[config.mk]
export PLATFORM = sky130hd
export DESIGN_NAME = image_header_size_parser_flat
export DESIGN_NICKNAME = d
export VERILOG_FILES = /design/src/rtl/ihsp_pkg.sv /design/src/rtl/ihsp_stream_if.sv /design/src/rtl/ihsp_parser.sv /design/src/rtl/image_header_size_parser.sv /design/src/flat_wrapper.sv
export VERILOG_INCLUDE_DIRS = /design/src /design/src/rtl
export SDC_FILE = /design/constraint.sdc
export NUM_CORES = 1
export LEC_CHECK = 0
export BUFFER_PORTS_ARGS = -buffer_cell sky130_fd_sc_hd__buf_2
export CORE_UTILIZATION = 35
export CTS_CLUSTER_DIAMETER = 120
export DETAILED_ROUTE_END_ITERATION = 10
export GPL_TIMING_DRIVEN = 0
export PLACE_DENSITY = 0.61
export SETUP_SLACK_MARGIN = 0.2
export SYNTH_ARGS = -nofsm -noshare
export SYNTH_HDL_FRONTEND = slang
export SYNTH_SLANG_ARGS = --single-unit
export TNS_END_PERCENT = 30
[constraint.sdc]
create_clock -name clk -period 15.2 [get_ports clk]
set_input_delay 0 -clock clk [delete_from_list [all_inputs] [get_ports clk]]
set_output_delay 0 -clock clk [all_outputs]
set_load 0.05 [all_outputs]
[src/rtl/assert_macros.svh]
// Assertion macros shared by the header parser RTL.
`ifndef ASSERT_MACROS_SVH
`define ASSERT_MACROS_SVH

// Checks that an expression holds at every clock edge outside reset.
`define ASSERT_ALWAYS(label, expr, msg) \
  label: assert property (@(posedge clk) disable iff (!rst_n) (expr)) else $error(msg);

// Checks that a condition implies another in the same cycle.
`define ASSERT_IMPLIES(label, ante, cons, msg) \
  label: assert property (@(posedge clk) disable iff (!rst_n) (ante) |-> (cons)) else $error(msg);

// Checks that a condition implies another in the following cycle.
`define ASSERT_NEXT(label, ante, cons, msg) \
  label: assert property (@(posedge clk) disable iff (!rst_n) (ante) |=> (cons)) else $error(msg);

`endif

[src/rtl/ihsp_pkg.sv]
// Shared constants, types and the header decode function of the header parser.
package ihsp_pkg;

  localparam int COUNT_WIDTH = 32;
  localparam int HEAD_LENGTH = 24;
  localparam int WIN_LEN     = 12;
  localparam int WIN_START   = 2;
  localparam int WIN_LAST    = WIN_START + WIN_LEN - 1;

  typedef logic [COUNT_WIDTH-1:0] count_t;
  // One bit wider than the count so a segment end past the last countable byte never wraps.
  typedef logic [COUNT_WIDTH:0]   seg_end_t;
  typedef logic [HEAD_LENGTH-1:0][7:0] head_t;
  typedef logic [WIN_LEN-1:0][7:0]     win_t;

  localparam count_t   COUNT_MAX     = '1;
  localparam seg_end_t SEG_END_RESET = seg_end_t'(WIN_LAST);

  localparam logic [1:0] FMT_NONE = 2'd0;
  localparam logic [1:0] FMT_JPEG = 2'd1;
  localparam logic [1:0] FMT_GIF  = 2'd2;
  localparam logic [1:0] FMT_PNG  = 2'd3;

  localparam logic [7:0] MARK_PREFIX = 8'hFF;
  localparam logic [7:0] MARK_SOI    = 8'hD8;
  localparam logic [7:0] MARK_APP0   = 8'hE0;
  localparam logic [7:0] SOF_A_LO    = 8'hC0;
  localparam logic [7:0] SOF_A_HI    = 8'hC3;
  localparam logic [7:0] SOF_B_LO    = 8'hC9;
  localparam logic [7:0] SOF_B_HI    = 8'hCB;
  localparam logic [7:0] PNG_SIG0    = 8'h89;
  localparam logic [7:0] CHR_CR      = 8'h0D;
  localparam logic [7:0] CHR_LF      = 8'h0A;
  localparam logic [7:0] CHR_SUB     = 8'h1A;

  typedef struct packed {
    logic [7:0] data_byte;
    logic       is_last;
  } in_word_t;

  typedef struct packed {
    logic        found;
    logic [1:0]  image_format;
    logic [31:0] image_width;
    logic [31:0] image_height;
  } out_word_t;

  function automatic logic is_frame_marker(input logic [7:0] m);
    return ((m >= SOF_A_LO) && (m <= SOF_A_HI)) || ((m >= SOF_B_LO) && (m <= SOF_B_HI));
  endfunction

  // Decodes the merged header bytes into a result word.
  function automatic out_word_t decode_header(input head_t b, input logic long_enough);
    out_word_t r;
    r = '0;
    if (long_enough) begin
      if (b[0] == MARK_PREFIX && b[1] == MARK_SOI && b[2] == MARK_PREFIX) begin
        r.found        = 1'b1;
        r.image_format = FMT_JPEG;
        r.image_height = {16'h0000, b[7], b[8]};
        r.image_width  = {16'h0000, b[9], b[10]};
      end else if (b[0] == "G" && b[1] == "I" && b[2] == "F") begin
        r.found        = 1'b1;
        r.image_format = FMT_GIF;
        r.image_width  = {16'h0000, b[7], b[6]};
        r.image_height = {16'h0000, b[9], b[8]};
      end else if (b[0] == PNG_SIG0 && b[1] == "P" && b[2] == "N" && b[3] == "G" &&
                   b[4] == CHR_CR && b[5] == CHR_LF && b[6] == CHR_SUB && b[7] == CHR_LF &&
                   b[12] == "I" && b[13] == "H" && b[14] == "D" && b[15] == "R") begin
        r.found        = 1'b1;
        r.image_format = FMT_PNG;
        r.image_width  = {b[16], b[17], b[18], b[19]};
        r.image_height = {b[20], b[21], b[22], b[23]};
      end
    end
    return r;
  endfunction

endpackage

[src/rtl/ihsp_stream_if.sv]
// Valid/ready stream interfaces for the byte input and the result output.
interface ihsp_in_if;
  logic       valid;
  logic       ready;
  logic [7:0] data_byte;
  logic       is_last;

  modport source (output valid, output data_byte, output is_last, input ready);
  modport sink   (input valid, input data_byte, input is_last, output ready);
endinterface

interface ihsp_out_if;
  logic        valid;
  logic        ready;
  logic        found;
  logic [1:0]  image_format;
  logic [31:0] image_width;
  logic [31:0] image_height;

  modport source (output valid, output found, output image_format, output image_width,
                  output image_height, input ready);
  modport sink   (input valid, input found, input image_format, input image_width,
                  input image_height, output ready);
endinterface

[src/rtl/ihsp_parser.sv]
// Per-file parser state: byte count, header capture, byte window and JPEG segment walk.
`include "assert_macros.svh"

module ihsp_parser (
  input  logic              clk,
  input  logic              rst_n,
  input  logic              acc,
  input  ihsp_pkg::in_word_t in_word,
  output ihsp_pkg::out_word_t res
);
  import ihsp_pkg::*;

  count_t   cnt_r, cnt_nxt;
  head_t    head_r, head_nxt;
  win_t     recent_r, recent_nxt;
  win_t     win_r, win_nxt;
  seg_end_t seg_end_r, seg_end_nxt;
  logic     scan_r, scan_nxt;

  logic     known;
  logic     first_win;
  logic     jfif;
  logic     take;
  logic     scan_now;
  seg_end_t seg_end_now;
  count_t   cnt_inc;
  head_t    merged;

  always_comb begin
    known = (cnt_r != COUNT_MAX);

    head_nxt = head_r;
    for (int i = 0; i < HEAD_LENGTH; i++) begin
      if (known && cnt_r == count_t'(i)) begin
        head_nxt[i] = in_word.data_byte;
      end
    end

    // Newest byte enters at the top; element 0 is the oldest of the last twelve.
    recent_nxt = {in_word.data_byte, recent_r[WIN_LEN-1:1]};
    cnt_inc    = known ? cnt_r + count_t'(1) : cnt_r;

    first_win = known && (cnt_r == count_t'(WIN_LAST));
    jfif = (head_nxt[0] == MARK_PREFIX) && (head_nxt[1] == MARK_SOI) &&
           (head_nxt[2] == MARK_PREFIX) && (head_nxt[3] == MARK_APP0) &&
           (head_nxt[6] == "J") && (head_nxt[7] == "F") &&
           (head_nxt[8] == "I") && (head_nxt[9] == "F");

    win_nxt     = first_win ? head_nxt[WIN_LAST:WIN_START] : win_r;
    scan_now    = (first_win && jfif) ? 1'b1 : scan_r;
    seg_end_now = (first_win && jfif) ? SEG_END_RESET : seg_end_r;
    scan_nxt    = scan_now;
    seg_end_nxt = seg_end_now;

    // The pending segment window is complete when its last byte arrives.
    take = known && scan_now && ({1'b0, cnt_r} == seg_end_now);
    if (take) begin
      win_nxt = recent_nxt;
      if (recent_nxt[0] != MARK_PREFIX || is_frame_marker(recent_nxt[1])) begin
        scan_nxt = 1'b0;
      end else begin
        seg_end_nxt = seg_end_now + seg_end_t'(2) + seg_end_t'({recent_nxt[2], recent_nxt[3]});
      end
    end

    merged = head_nxt;
    merged[WIN_LAST:WIN_START] = win_nxt;
    res = decode_header(merged, cnt_inc >= count_t'(HEAD_LENGTH));

    cnt_nxt = cnt_inc;
    // The last byte of a file returns the walk to its starting state.
    if (in_word.is_last) begin
      cnt_nxt     = '0;
      scan_nxt    = 1'b0;
      seg_end_nxt = SEG_END_RESET;
    end
  end

  always_ff @(posedge clk) begin
    if (!rst_n) begin
      cnt_r     <= '0;
      scan_r    <= 1'b0;
      seg_end_r <= SEG_END_RESET;
    end else if (acc) begin
      cnt_r     <= cnt_nxt;
      scan_r    <= scan_nxt;
      seg_end_r <= seg_end_nxt;
    end
  end

  // Every byte read back from these is written in the current file before it is used.
  always_ff @(posedge clk) begin
    if (acc) begin
      head_r   <= head_nxt;
      recent_r <= recent_nxt;
      win_r    <= win_nxt;
    end
  end

  `ASSERT_NEXT(a_last_clears_count, acc && in_word.is_last, cnt_r == '0, "count not cleared after last word")
  `ASSERT_IMPLIES(a_scan_after_window, scan_r, cnt_r > count_t'(WIN_LAST), "segment walk active too early")
  `ASSERT_ALWAYS(a_seg_end_floor, seg_end_r >= SEG_END_RESET, "segment end below first window")

endmodule

[src/rtl/image_header_size_parser.sv]
// Top level of the image header size parser: byte stream in, one size result per file out.
//
//   channel  | dir | words                                   | handshake
//   in_if    | in  | data_byte[7:0], is_last                 | valid/ready
//   out_if   | out | found, image_format[1:0], width, height | valid/ready
//
// One input word is taken every cycle while in_if.ready is high; the parser state updates
// in the cycle a word is taken. The result for a file is computed from the last word and
// shows on out_if once it is held in the output register.
// A two-entry output stage (output register plus skid register) lets input continue while
// a result waits; in_if.ready drops only while the skid register holds a second result.
// Reset is synchronous and active low; it clears the byte count, the walk state and both
// output valid flags.
`include "assert_macros.svh"

module image_header_size_parser (
  input  logic              clk,
  input  logic              rst_n,
  ihsp_in_if.sink           in_if,
  ihsp_out_if.source        out_if
);
  import ihsp_pkg::*;

  in_word_t  in_word;
  out_word_t res;
  out_word_t out_r;
  out_word_t skid_r;
  logic      out_valid_r;
  logic      skid_valid_r;
  logic      acc;
  logic      push;
  logic      out_free;

  assign in_word  = '{data_byte: in_if.data_byte, is_last: in_if.is_last};
  assign in_if.ready = !skid_valid_r;
  assign acc      = in_if.valid && in_if.ready;
  // Only the word that ends a file produces a result.
  assign push     = acc && in_if.is_last;
  assign out_free = !out_valid_r || out_if.ready;

  ihsp_parser u_parser (
    .clk     (clk),
    .rst_n   (rst_n),
    .acc     (acc),
    .in_word (in_word),
    .res     (res)
  );

  always_ff @(posedge clk) begin
    if (!rst_n) begin
      out_valid_r  <= 1'b0;
      skid_valid_r <= 1'b0;
    end else if (out_free) begin
      if (skid_valid_r) begin
        out_valid_r  <= 1'b1;
        skid_valid_r <= 1'b0;
      end else begin
        out_valid_r <= push;
      end
    end else if (push) begin
      skid_valid_r <= 1'b1;
    end
  end

  always_ff @(posedge clk) begin
    if (out_free) begin
      out_r <= skid_valid_r ? skid_r : res;
    end else if (push) begin
      skid_r <= res;
    end
  end

  assign out_if.valid        = out_valid_r;
  assign out_if.found        = out_r.found;
  assign out_if.image_format = out_r.image_format;
  assign out_if.image_width  = out_r.image_width;
  assign out_if.image_height = out_r.image_height;

  `ASSERT_IMPLIES(a_skid_needs_out, skid_valid_r, out_valid_r, "skid word without output word")
  `ASSERT_NEXT(a_stalled_out_stays, out_valid_r && !out_if.ready, out_valid_r, "stalled result dropped")
  `ASSERT_NEXT(a_push_to_skid, push && out_valid_r && !out_if.ready, skid_valid_r, "result lost while stalled")

endmodule
[src/flat_wrapper.sv]
// flat-port wrapper written by rule: the top's interface ports become plain ports
module image_header_size_parser_flat import ihsp_pkg::*;
  (clk, rst_n, in_if_valid, in_if_data_byte, in_if_is_last, in_if_ready, out_if_valid, out_if_found, out_if_image_format, out_if_image_width, out_if_image_height, out_if_ready);
  ihsp_in_if in_if_i ();
  ihsp_out_if out_if_i ();
  input  logic clk;
  input  logic rst_n;
  input wire logic [$bits(in_if_i.valid)-1:0] in_if_valid;
  input wire logic [$bits(in_if_i.data_byte)-1:0] in_if_data_byte;
  input wire logic [$bits(in_if_i.is_last)-1:0] in_if_is_last;
  output wire logic [$bits(in_if_i.ready)-1:0] in_if_ready;
  output wire logic [$bits(out_if_i.valid)-1:0] out_if_valid;
  output wire logic [$bits(out_if_i.found)-1:0] out_if_found;
  output wire logic [$bits(out_if_i.image_format)-1:0] out_if_image_format;
  output wire logic [$bits(out_if_i.image_width)-1:0] out_if_image_width;
  output wire logic [$bits(out_if_i.image_height)-1:0] out_if_image_height;
  input wire logic [$bits(out_if_i.ready)-1:0] out_if_ready;
  assign in_if_i.valid = in_if_valid;
  assign in_if_i.data_byte = in_if_data_byte;
  assign in_if_i.is_last = in_if_is_last;
  assign in_if_ready = in_if_i.ready;
  assign out_if_valid = out_if_i.valid;
  assign out_if_found = out_if_i.found;
  assign out_if_image_format = out_if_i.image_format;
  assign out_if_image_width = out_if_i.image_width;
  assign out_if_image_height = out_if_i.image_height;
  assign out_if_i.ready = out_if_ready;
  image_header_size_parser u_core (.clk(clk), .rst_n(rst_n), .in_if(in_if_i), .out_if(out_if_i));
endmodule
==> results of run 1 <==
power breakdown:
part	internal [mW]	switching [mW]	leakage, nW
clock network	0.909	0.658	1.01
registers	1.71	0.0336	5.05
logic	0.0606	0.170	5.93
total	2.68	0.862	12.0
worst paths after layout:
kind | start | end | depth (start not counted)
worst max-delay path | u_core.u_parser.cnt_r[27] | u_core.u_parser.seg_end_r[29] | 29
worst min-delay path | in_if_is_last | u_core.u_parser.seg_end_r[1] | 4
worst max register to register | u_core.u_parser.cnt_r[27] | u_core.u_parser.seg_end_r[29] | 29
worst min register to register | u_core.u_parser.recent_nxt[77] | u_core.u_parser.recent_nxt[69] | 0
cell families (layout without fill, tap and decap cells):
logic type	count (synthesis)	in the layout	synth area share
AOI/OAI and AO/OA	621	621	0.135
xor gates and xnor gates	39	39	0.0115
adders and majority gates	37	37	0.0158
buffers and inverters	357	571	0.0479
DFF	554	554	0.536
muxes	210	210	0.0750
other	0	1	0
and+or+nand+nor	978	978	0.178
cell usage in the layout (no fill, tap or decap), drive strengths merged, types with 12 or more instances in the layout:
cell / synthesis / routed
edfxtp: 486 / 486
nand2: 276 / 276
clkbuf: 155 / 225
nor2: 187 / 187
o21ai: 168 / 168
inv: 162 / 164
a21oi: 138 / 138
buf: 37 / 126
mux2i: 113 / 113
mux2: 97 / 97
nor3: 91 / 91
dfxtp: 68 / 68
nand4: 65 / 65
nor4: 63 / 63
nand3: 56 / 56
and2: 43 / 43
o31ai: 39 / 39
ha: 36 / 36
a22oi: 35 / 35
clkinv: 3 / 31
xnor2: 30 / 30
a211oi: 29 / 29
a41oi: 27 / 27
and3: 24 / 24
a31oi: 24 / 24
o21bai: 24 / 24
nor4b: 23 / 23
o21a: 23 / 23
nand2b: 21 / 21
or4: 21 / 21
or3: 19 / 19
o32ai: 18 / 18
nor2b: 13 / 13
and4: 12 / 12
nor4bb: 12 / 12
nor3b: 12 / 12
dlygate4sd3: 0 / 12
per-layer routing:
metal	global-route usage	vias up	wire, µm
li1	-	10900	-
met4	0.0814	4	3730
met2	0.375	1184	47300
met1	0.330	11900	44800
met5	0	-	28
met3	0.0401	226	8850
sequential cells by signal (all words and copies together), names as in the netlist, 2 cells and up:
name	cells
u_core.u_parser.win_r	88
u_core.u_parser.head_r	176
u_core.out_if.image_format	2
u_core.u_parser.recent_nxt	88
u_core.out_if.image_height	32
u_core.u_parser.cnt_r	32
u_core.skid_r	67
u_core.u_parser.seg_end_r	33
u_core.out_if.image_width	32
final cells by class:
type                       count  area share
antenna                        1   0.0000735
buffer                       192      0.0238
clock buffer                  70      0.0458
clock inverter                43      0.0156
inverter                     165      0.0182
multi-input combinational   1885       0.365
sequential                   554       0.469
tap                         1134      0.0417
timing repair buffer         101      0.0215
worst register-to-register path: cells and delay by family, from the launching register on:
family / cells / cell delay (ns)
adder cells (fa/ha/maj): 3 / 0.82
AND/OR/NAND/NOR: 11 / 4.19
AO/OA/AOI/OAI: 7 / 2.12
flip-flops: 1 / 0.29
buffers and inverters: 8 / 1.67
timing repair:
action | in CTS | in global routing
hold buffers | 12 | 0
endpoints found under the setup margin | 0 | 0
hold endpoints to repair | 19 | 0
stage by stage:
stage / hold WS, ns / instance area, µm² / std cells
after floorplan: 0.0989 / 29800 / 2796
after global placement: 0.193 / 31600 / 4010
final: 0.0828 / 34000 / 4145
after CTS: 0.0707 / 34000 / 4144
after global routing: 0.119 / 34000 / 4144
after detailed placement: 0.211 / 31800 / 4019
==> results.tsv, run 1 <==
stage	metric	value	unit
logic_synthesis	Ys Warns	0	
floorplanning	Chip Height	294	µm
timing	clk_skew	0.0395	ns
setup_path	kind of end point of the critical path	flip-flop	
global_routing	largest net degree at the start of global routing	69	
finish	multi-input gate area in the final layout	12400	µm²
timing	Worst slew margin	0.0881	
timing	Fin. Hold Viols	0	
run_status	outcome	finished clean	
setup_path	CP bufs+invs	8	
global_routing	vias in the first global route	22900	
logic_synthesis	leading area contributor after synthesis	edfxtp_1	
setup_path	Worst EP arrival	9.73	ns
floorplanning	initial core utilization	0.355	
global_routing	Total GRT Usage	0.238	
floorplanning	IO Count	82	
clocking	Clk Latency, worst-skew pair	0.66	ns
timing	maximum clock rate	109	MHz
job	max_cap viols	0	
timing	final setup violation count	0	
timing	final worst path period share	0.603	
setup_path	Top delay family on crit path	simple AND/OR/NAND/NOR gates	
drt	starting DRC count in detailed routing	2756	
timing	worst-margin pin slew	1.36	ns
clocking	CTS Buffer Depth	3	
clocking	Inserted Clock Buffers	61	
setup_path	R2R Setup Slk	6.04	ns
drt	Via density	5.83	
power_and_ir_drop	Cell Pwr Density	104	nW/µm²
timing	Final WS setup	6.04	ns
logic_synthesis	post-synthesis area per instance	10.6	µm²
logic_synthesis	Distinct cells, synth	84	
power_and_ir_drop	leakage power	12.0	nW
clocking	clock root buffer	clkbuf_16	
power_and_ir_drop	worst vdd ir	0.101	mV
finish	Nets	3010	
finish	layout cells sized above 1	0.124	
finish	Reg area	16000	µm²
logic_synthesis	EDFF count, synth	486	
logic_synthesis	register area share after synthesis	0.536	
logic_synthesis	Synth area leaders	edfxtp_1, dfxtp_1, mux2i_1, mux2_2, nand2_1	
floorplanning	Core Footprint	84000	µm²
power_and_ir_drop	Tot Pwr	3.54	mW
timing	RSZ-0062 raised after global routing	no	
floorplanning	die area	86200	µm²
timing	Slew Viols, Final	0	
floorplanning	row cnt	106	
logic_synthesis	FF+latch count, synth	554	
worst_hold_path	worst hold path type	input port to flip-flop	
logic_synthesis	most common cell in the netlist	edfxtp_1	
placed_design	global placer's final weighted congestion	0.982	
clocking	# Post-CTS Setup Buffers	0	
setup_path	critical path launch point type	flip-flop	
setup_path	most used cell along the critical path	clkbuf_1	
floorplanning	Die Wd	294	µm
drt	routed len/inst	25.3	µm
finish	P&R area growth vs syn	14.4	%
setup_path	WP data required	15.77	ns
drt	TritonRoute pass-1 iters	5	
clocking	H-tree depth	2	
logic_synthesis	Post-Syn Nets	2846	
timing	Period minus WS final	9.16	ns
finish	fillers	8091	
global_routing	total congestion overflow	0	
logic_synthesis	Main synth FF type	edfxtp_1	
placed_design	PortBufs	80	
placed_design	post-DP HPWL	76.1	mm
clocking	clock slew at reported path FFs	0.06	ns
global_routing	first-pass GRT wire length	153	mm
clocking	Sink Count	554	
setup_path	CP max-delay cell	nor4_1	
global_routing	antenna violations before repair	5	
finish	Layout Utilization	0.405	
clocking	post-cts resize count	0	
setup_path	max incr delay on CP	0.75	ns
logic_synthesis	Commonest cells post-synth	edfxtp_1, nand2_1, nor2_1	
drt	# DRC	0	
setup_path	Crit Path Max Fanout	10	
logic_synthesis	Mapped Cells	2796	
logic_synthesis	asr flop ratio synth	0	
drt	Routed WL	105	mm
timing	Setup TNS	0	ns
placed_design	Place WS	6.34	ns
logic_synthesis	Yosys top cell area share	0.490	
drt	via count	24200	
setup_path	Setup CP Type	flip-flop to flip-flop	
clocking	CTS tree	built	
logic_synthesis	Syn Std Cell Area	29800	µm²
drt	Post-DRT Antenna Nets	0	
Note: power is estimated with default switching activity, not from simulation.
==> run 2: changes to the inputs <==
- PLACE_DENSITY: 0.61 -> 0.63
- clock period: 15.2 -> 8.28 ns (I/O delays scaled with it)
==> run 2 against run 1 <==
Effect of this change: worst setup slack lost 5.3 ns; critical path type unchanged; first-iteration DRC count is 15% higher; largest power group unchanged; clock-buffer cell count up 1.
==> results.tsv, run 2 (synthesized netlist as in run 1, its figures left out) <==
stage	metric	value	unit	change
finish	layout cells sized above 1	0.135		+0.0111
clocking	Clk Latency, worst-skew pair	0.68	ns	+0.02 ns
placed_design	post-DP HPWL	75.5	mm	-0.81%
clocking	CTS tree	built		
setup_path	WP data required	8.85	ns	-6.92 ns
floorplanning	die area	86200	µm²	unchanged
clocking	clock slew at reported path FFs	0.06	ns	about the same
drt	# DRC	0		unchanged
floorplanning	Chip Height	294	µm	unchanged
power_and_ir_drop	leakage power	12.1	nW	+1.2%
finish	most common cell after layout, fill and taps aside	edfxtp_1		
global_routing	first-pass GRT wire length	153	mm	-0.23%
placed_design	Area after DPL	31800	µm²	-0.15%
power_and_ir_drop	Cell Pwr Density	192	nW/µm²	+84%
global_routing	antenna violations before repair	2		-3
global_routing	Total GRT Usage	0.237		-0.00140
drt	Via density	5.89		+0.91%
setup_path	Crit Path Max Fanout	10		unchanged
timing	clk_skew	0.0471	ns	+0.00758 ns
finish	P&R area growth vs syn	14.9	%	
power_and_ir_drop	worst vdd ir	0.167	mV	+65%
floorplanning	row cnt	106		unchanged
finish	post-route cell area	34200	µm²	+0.43%
timing	Fin. Hold Viols	0		unchanged
placed_design	global placer's final weighted congestion	0.993		+1.1%
global_routing	largest net degree at the start of global routing	107		+55%
floorplanning	Die Wd	294	µm	unchanged
setup_path	Worst EP arrival	8.12	ns	-1.61 ns
setup_path	CP max-delay cell	mux2i_1		
timing	Period minus WS final	7.56	ns	-1.60 ns
timing	worst-margin pin slew	1.46	ns	+0.102 ns
finish	Nets	3011		+0.033%
placed_design	Place WS	-0.660	ns	-7.00 ns
clocking	H-tree depth	2		unchanged
timing	maximum clock rate	132	MHz	+21%
timing	final worst path period share	0.913		+0.310
drt	Routed WL	104	mm	-0.53%
worst_hold_path	worst hold path type	input port to flip-flop		
placed_design	PortBufs	80		unchanged
timing	Worst slew margin	0.0283		-0.0598
global_routing	vias in the first global route	23200		+1.6%
global_routing	total congestion overflow	0		unchanged
timing	final setup violation count	0		unchanged
timing	Final WS setup	0.724	ns	-5.32 ns
drt	starting DRC count in detailed routing	3166		+15%
drt	routed len/inst	25.1	µm	-0.60%
finish	Biggest register	u_core.u_parser.head_r		
drt	Post-DRT Antenna Nets	0		unchanged
clocking	Sink Count	554		unchanged
timing	RSZ-0062 raised after global routing	no		
floorplanning	Core Footprint	84000	µm²	unchanged
finish	max FFs per register	176		unchanged
clocking	clock root buffer	clkbuf_16		
clocking	Inserted Clock Buffers	61		unchanged
setup_path	critical path launch point type	flip-flop		
floorplanning	IO Count	82		unchanged
setup_path	kind of end point of the critical path	flip-flop		
setup_path	Setup CP Type	flip-flop to flip-flop		
setup_path	max incr delay on CP	0.58	ns	-0.17 ns
clocking	CTS Buffer Depth	3		unchanged
power_and_ir_drop	Tot Pwr	6.56	mW	+85%
timing	Slew Viols, Final	0		unchanged
job	max_cap viols	0		unchanged
drt	via count	24400		+0.98%
run_status	outcome	finished clean		
finish	n_diodes	0		-1
finish	most frequent cells in the layout	edfxtp_1, nand2_1, nor2_1		
drt	TritonRoute pass-1 iters	6		+1
floorplanning	initial core utilization	0.355		unchanged
==> run 2: per-layer routing <==
layer	global-route usage	vias up	part of all wire
met1	0.323	12000	0.42
met2	0.369	1299	0.45
met4	0.0987	0	0.042
met5	0	-	0
li1	-	10900	-
met3	0.0440	257	0.091
==> run 2: where the power goes <==
| part | internal (mW) | switching, mW | total [mW] |
|---|---|---|---|
| logic | 0.109 | 0.311 | 0.420 |
| registers | 3.14 | 0.0621 | 3.21 |
| clock network | 1.71 | 1.23 | 2.93 |
| total | 4.96 | 1.60 | 6.56 |
==> run 2: per-stage QoR <==
stage	utilization	hold WS, ns	TNS, ns	cells
5_1_grt	0.407	0.127	0	4148
3_5_place_dp	0.378	0.290	-4.26	4017
6_report	0.407	0.0553	0	4148
4_1_cts	0.406	0.0360	0	4146
2_1_floorplan	-	0.0989	0	2796
3_3_place_gp	0.376	0.295	-204.93	4010
==> run 2: layout make-up <==
class                   count  area (µm²)
fillers                  8168       49800
flip-flops and latches    554       16000
multi-input cells        1885       12500
clock buffers              71        1560
well taps                1134        1420
plain buffers             192         822
repair buffers            102         698
inverters                 165         619
clock inverters            45         581
==> run 2: repair_timing <==
action,4_1_cts,5_1_grt
hold buffers,11,0
gates resized for setup,10,21
hold endpoints to repair,33,0
pin swaps,1,1
setup endpoints to repair,14,8
setup buffers,2,2
==> run 2: path summary, 6_finish.rpt <==
check | depth (start not counted) | slack [ns] | endpoint | from
worst max register to register | 27 | 0.72 | u_core.u_parser.seg_end_r[29] | u_core.u_parser.cnt_r[16]
worst min register to register | 0 | 0.42 | u_core.u_parser.recent_nxt[66] | u_core.u_parser.recent_nxt[74]
worst min-delay path | 4 | 0.06 | u_core.u_parser.seg_end_r[1] | in_if_is_last
worst max-delay path | 27 | 0.72 | u_core.u_parser.seg_end_r[29] | u_core.u_parser.cnt_r[16]
==> run 2: critical path: cells and delay by family (launching register included) <==
family                     cells  cell delay, ns
DFF                            1            0.29
AOI/OAI and AO/OA              6            1.31
buffers and inverters          6            1.08
and+or+nand+nor               11            3.37
muxes                          1            0.58
adders and majority gates      3            0.83
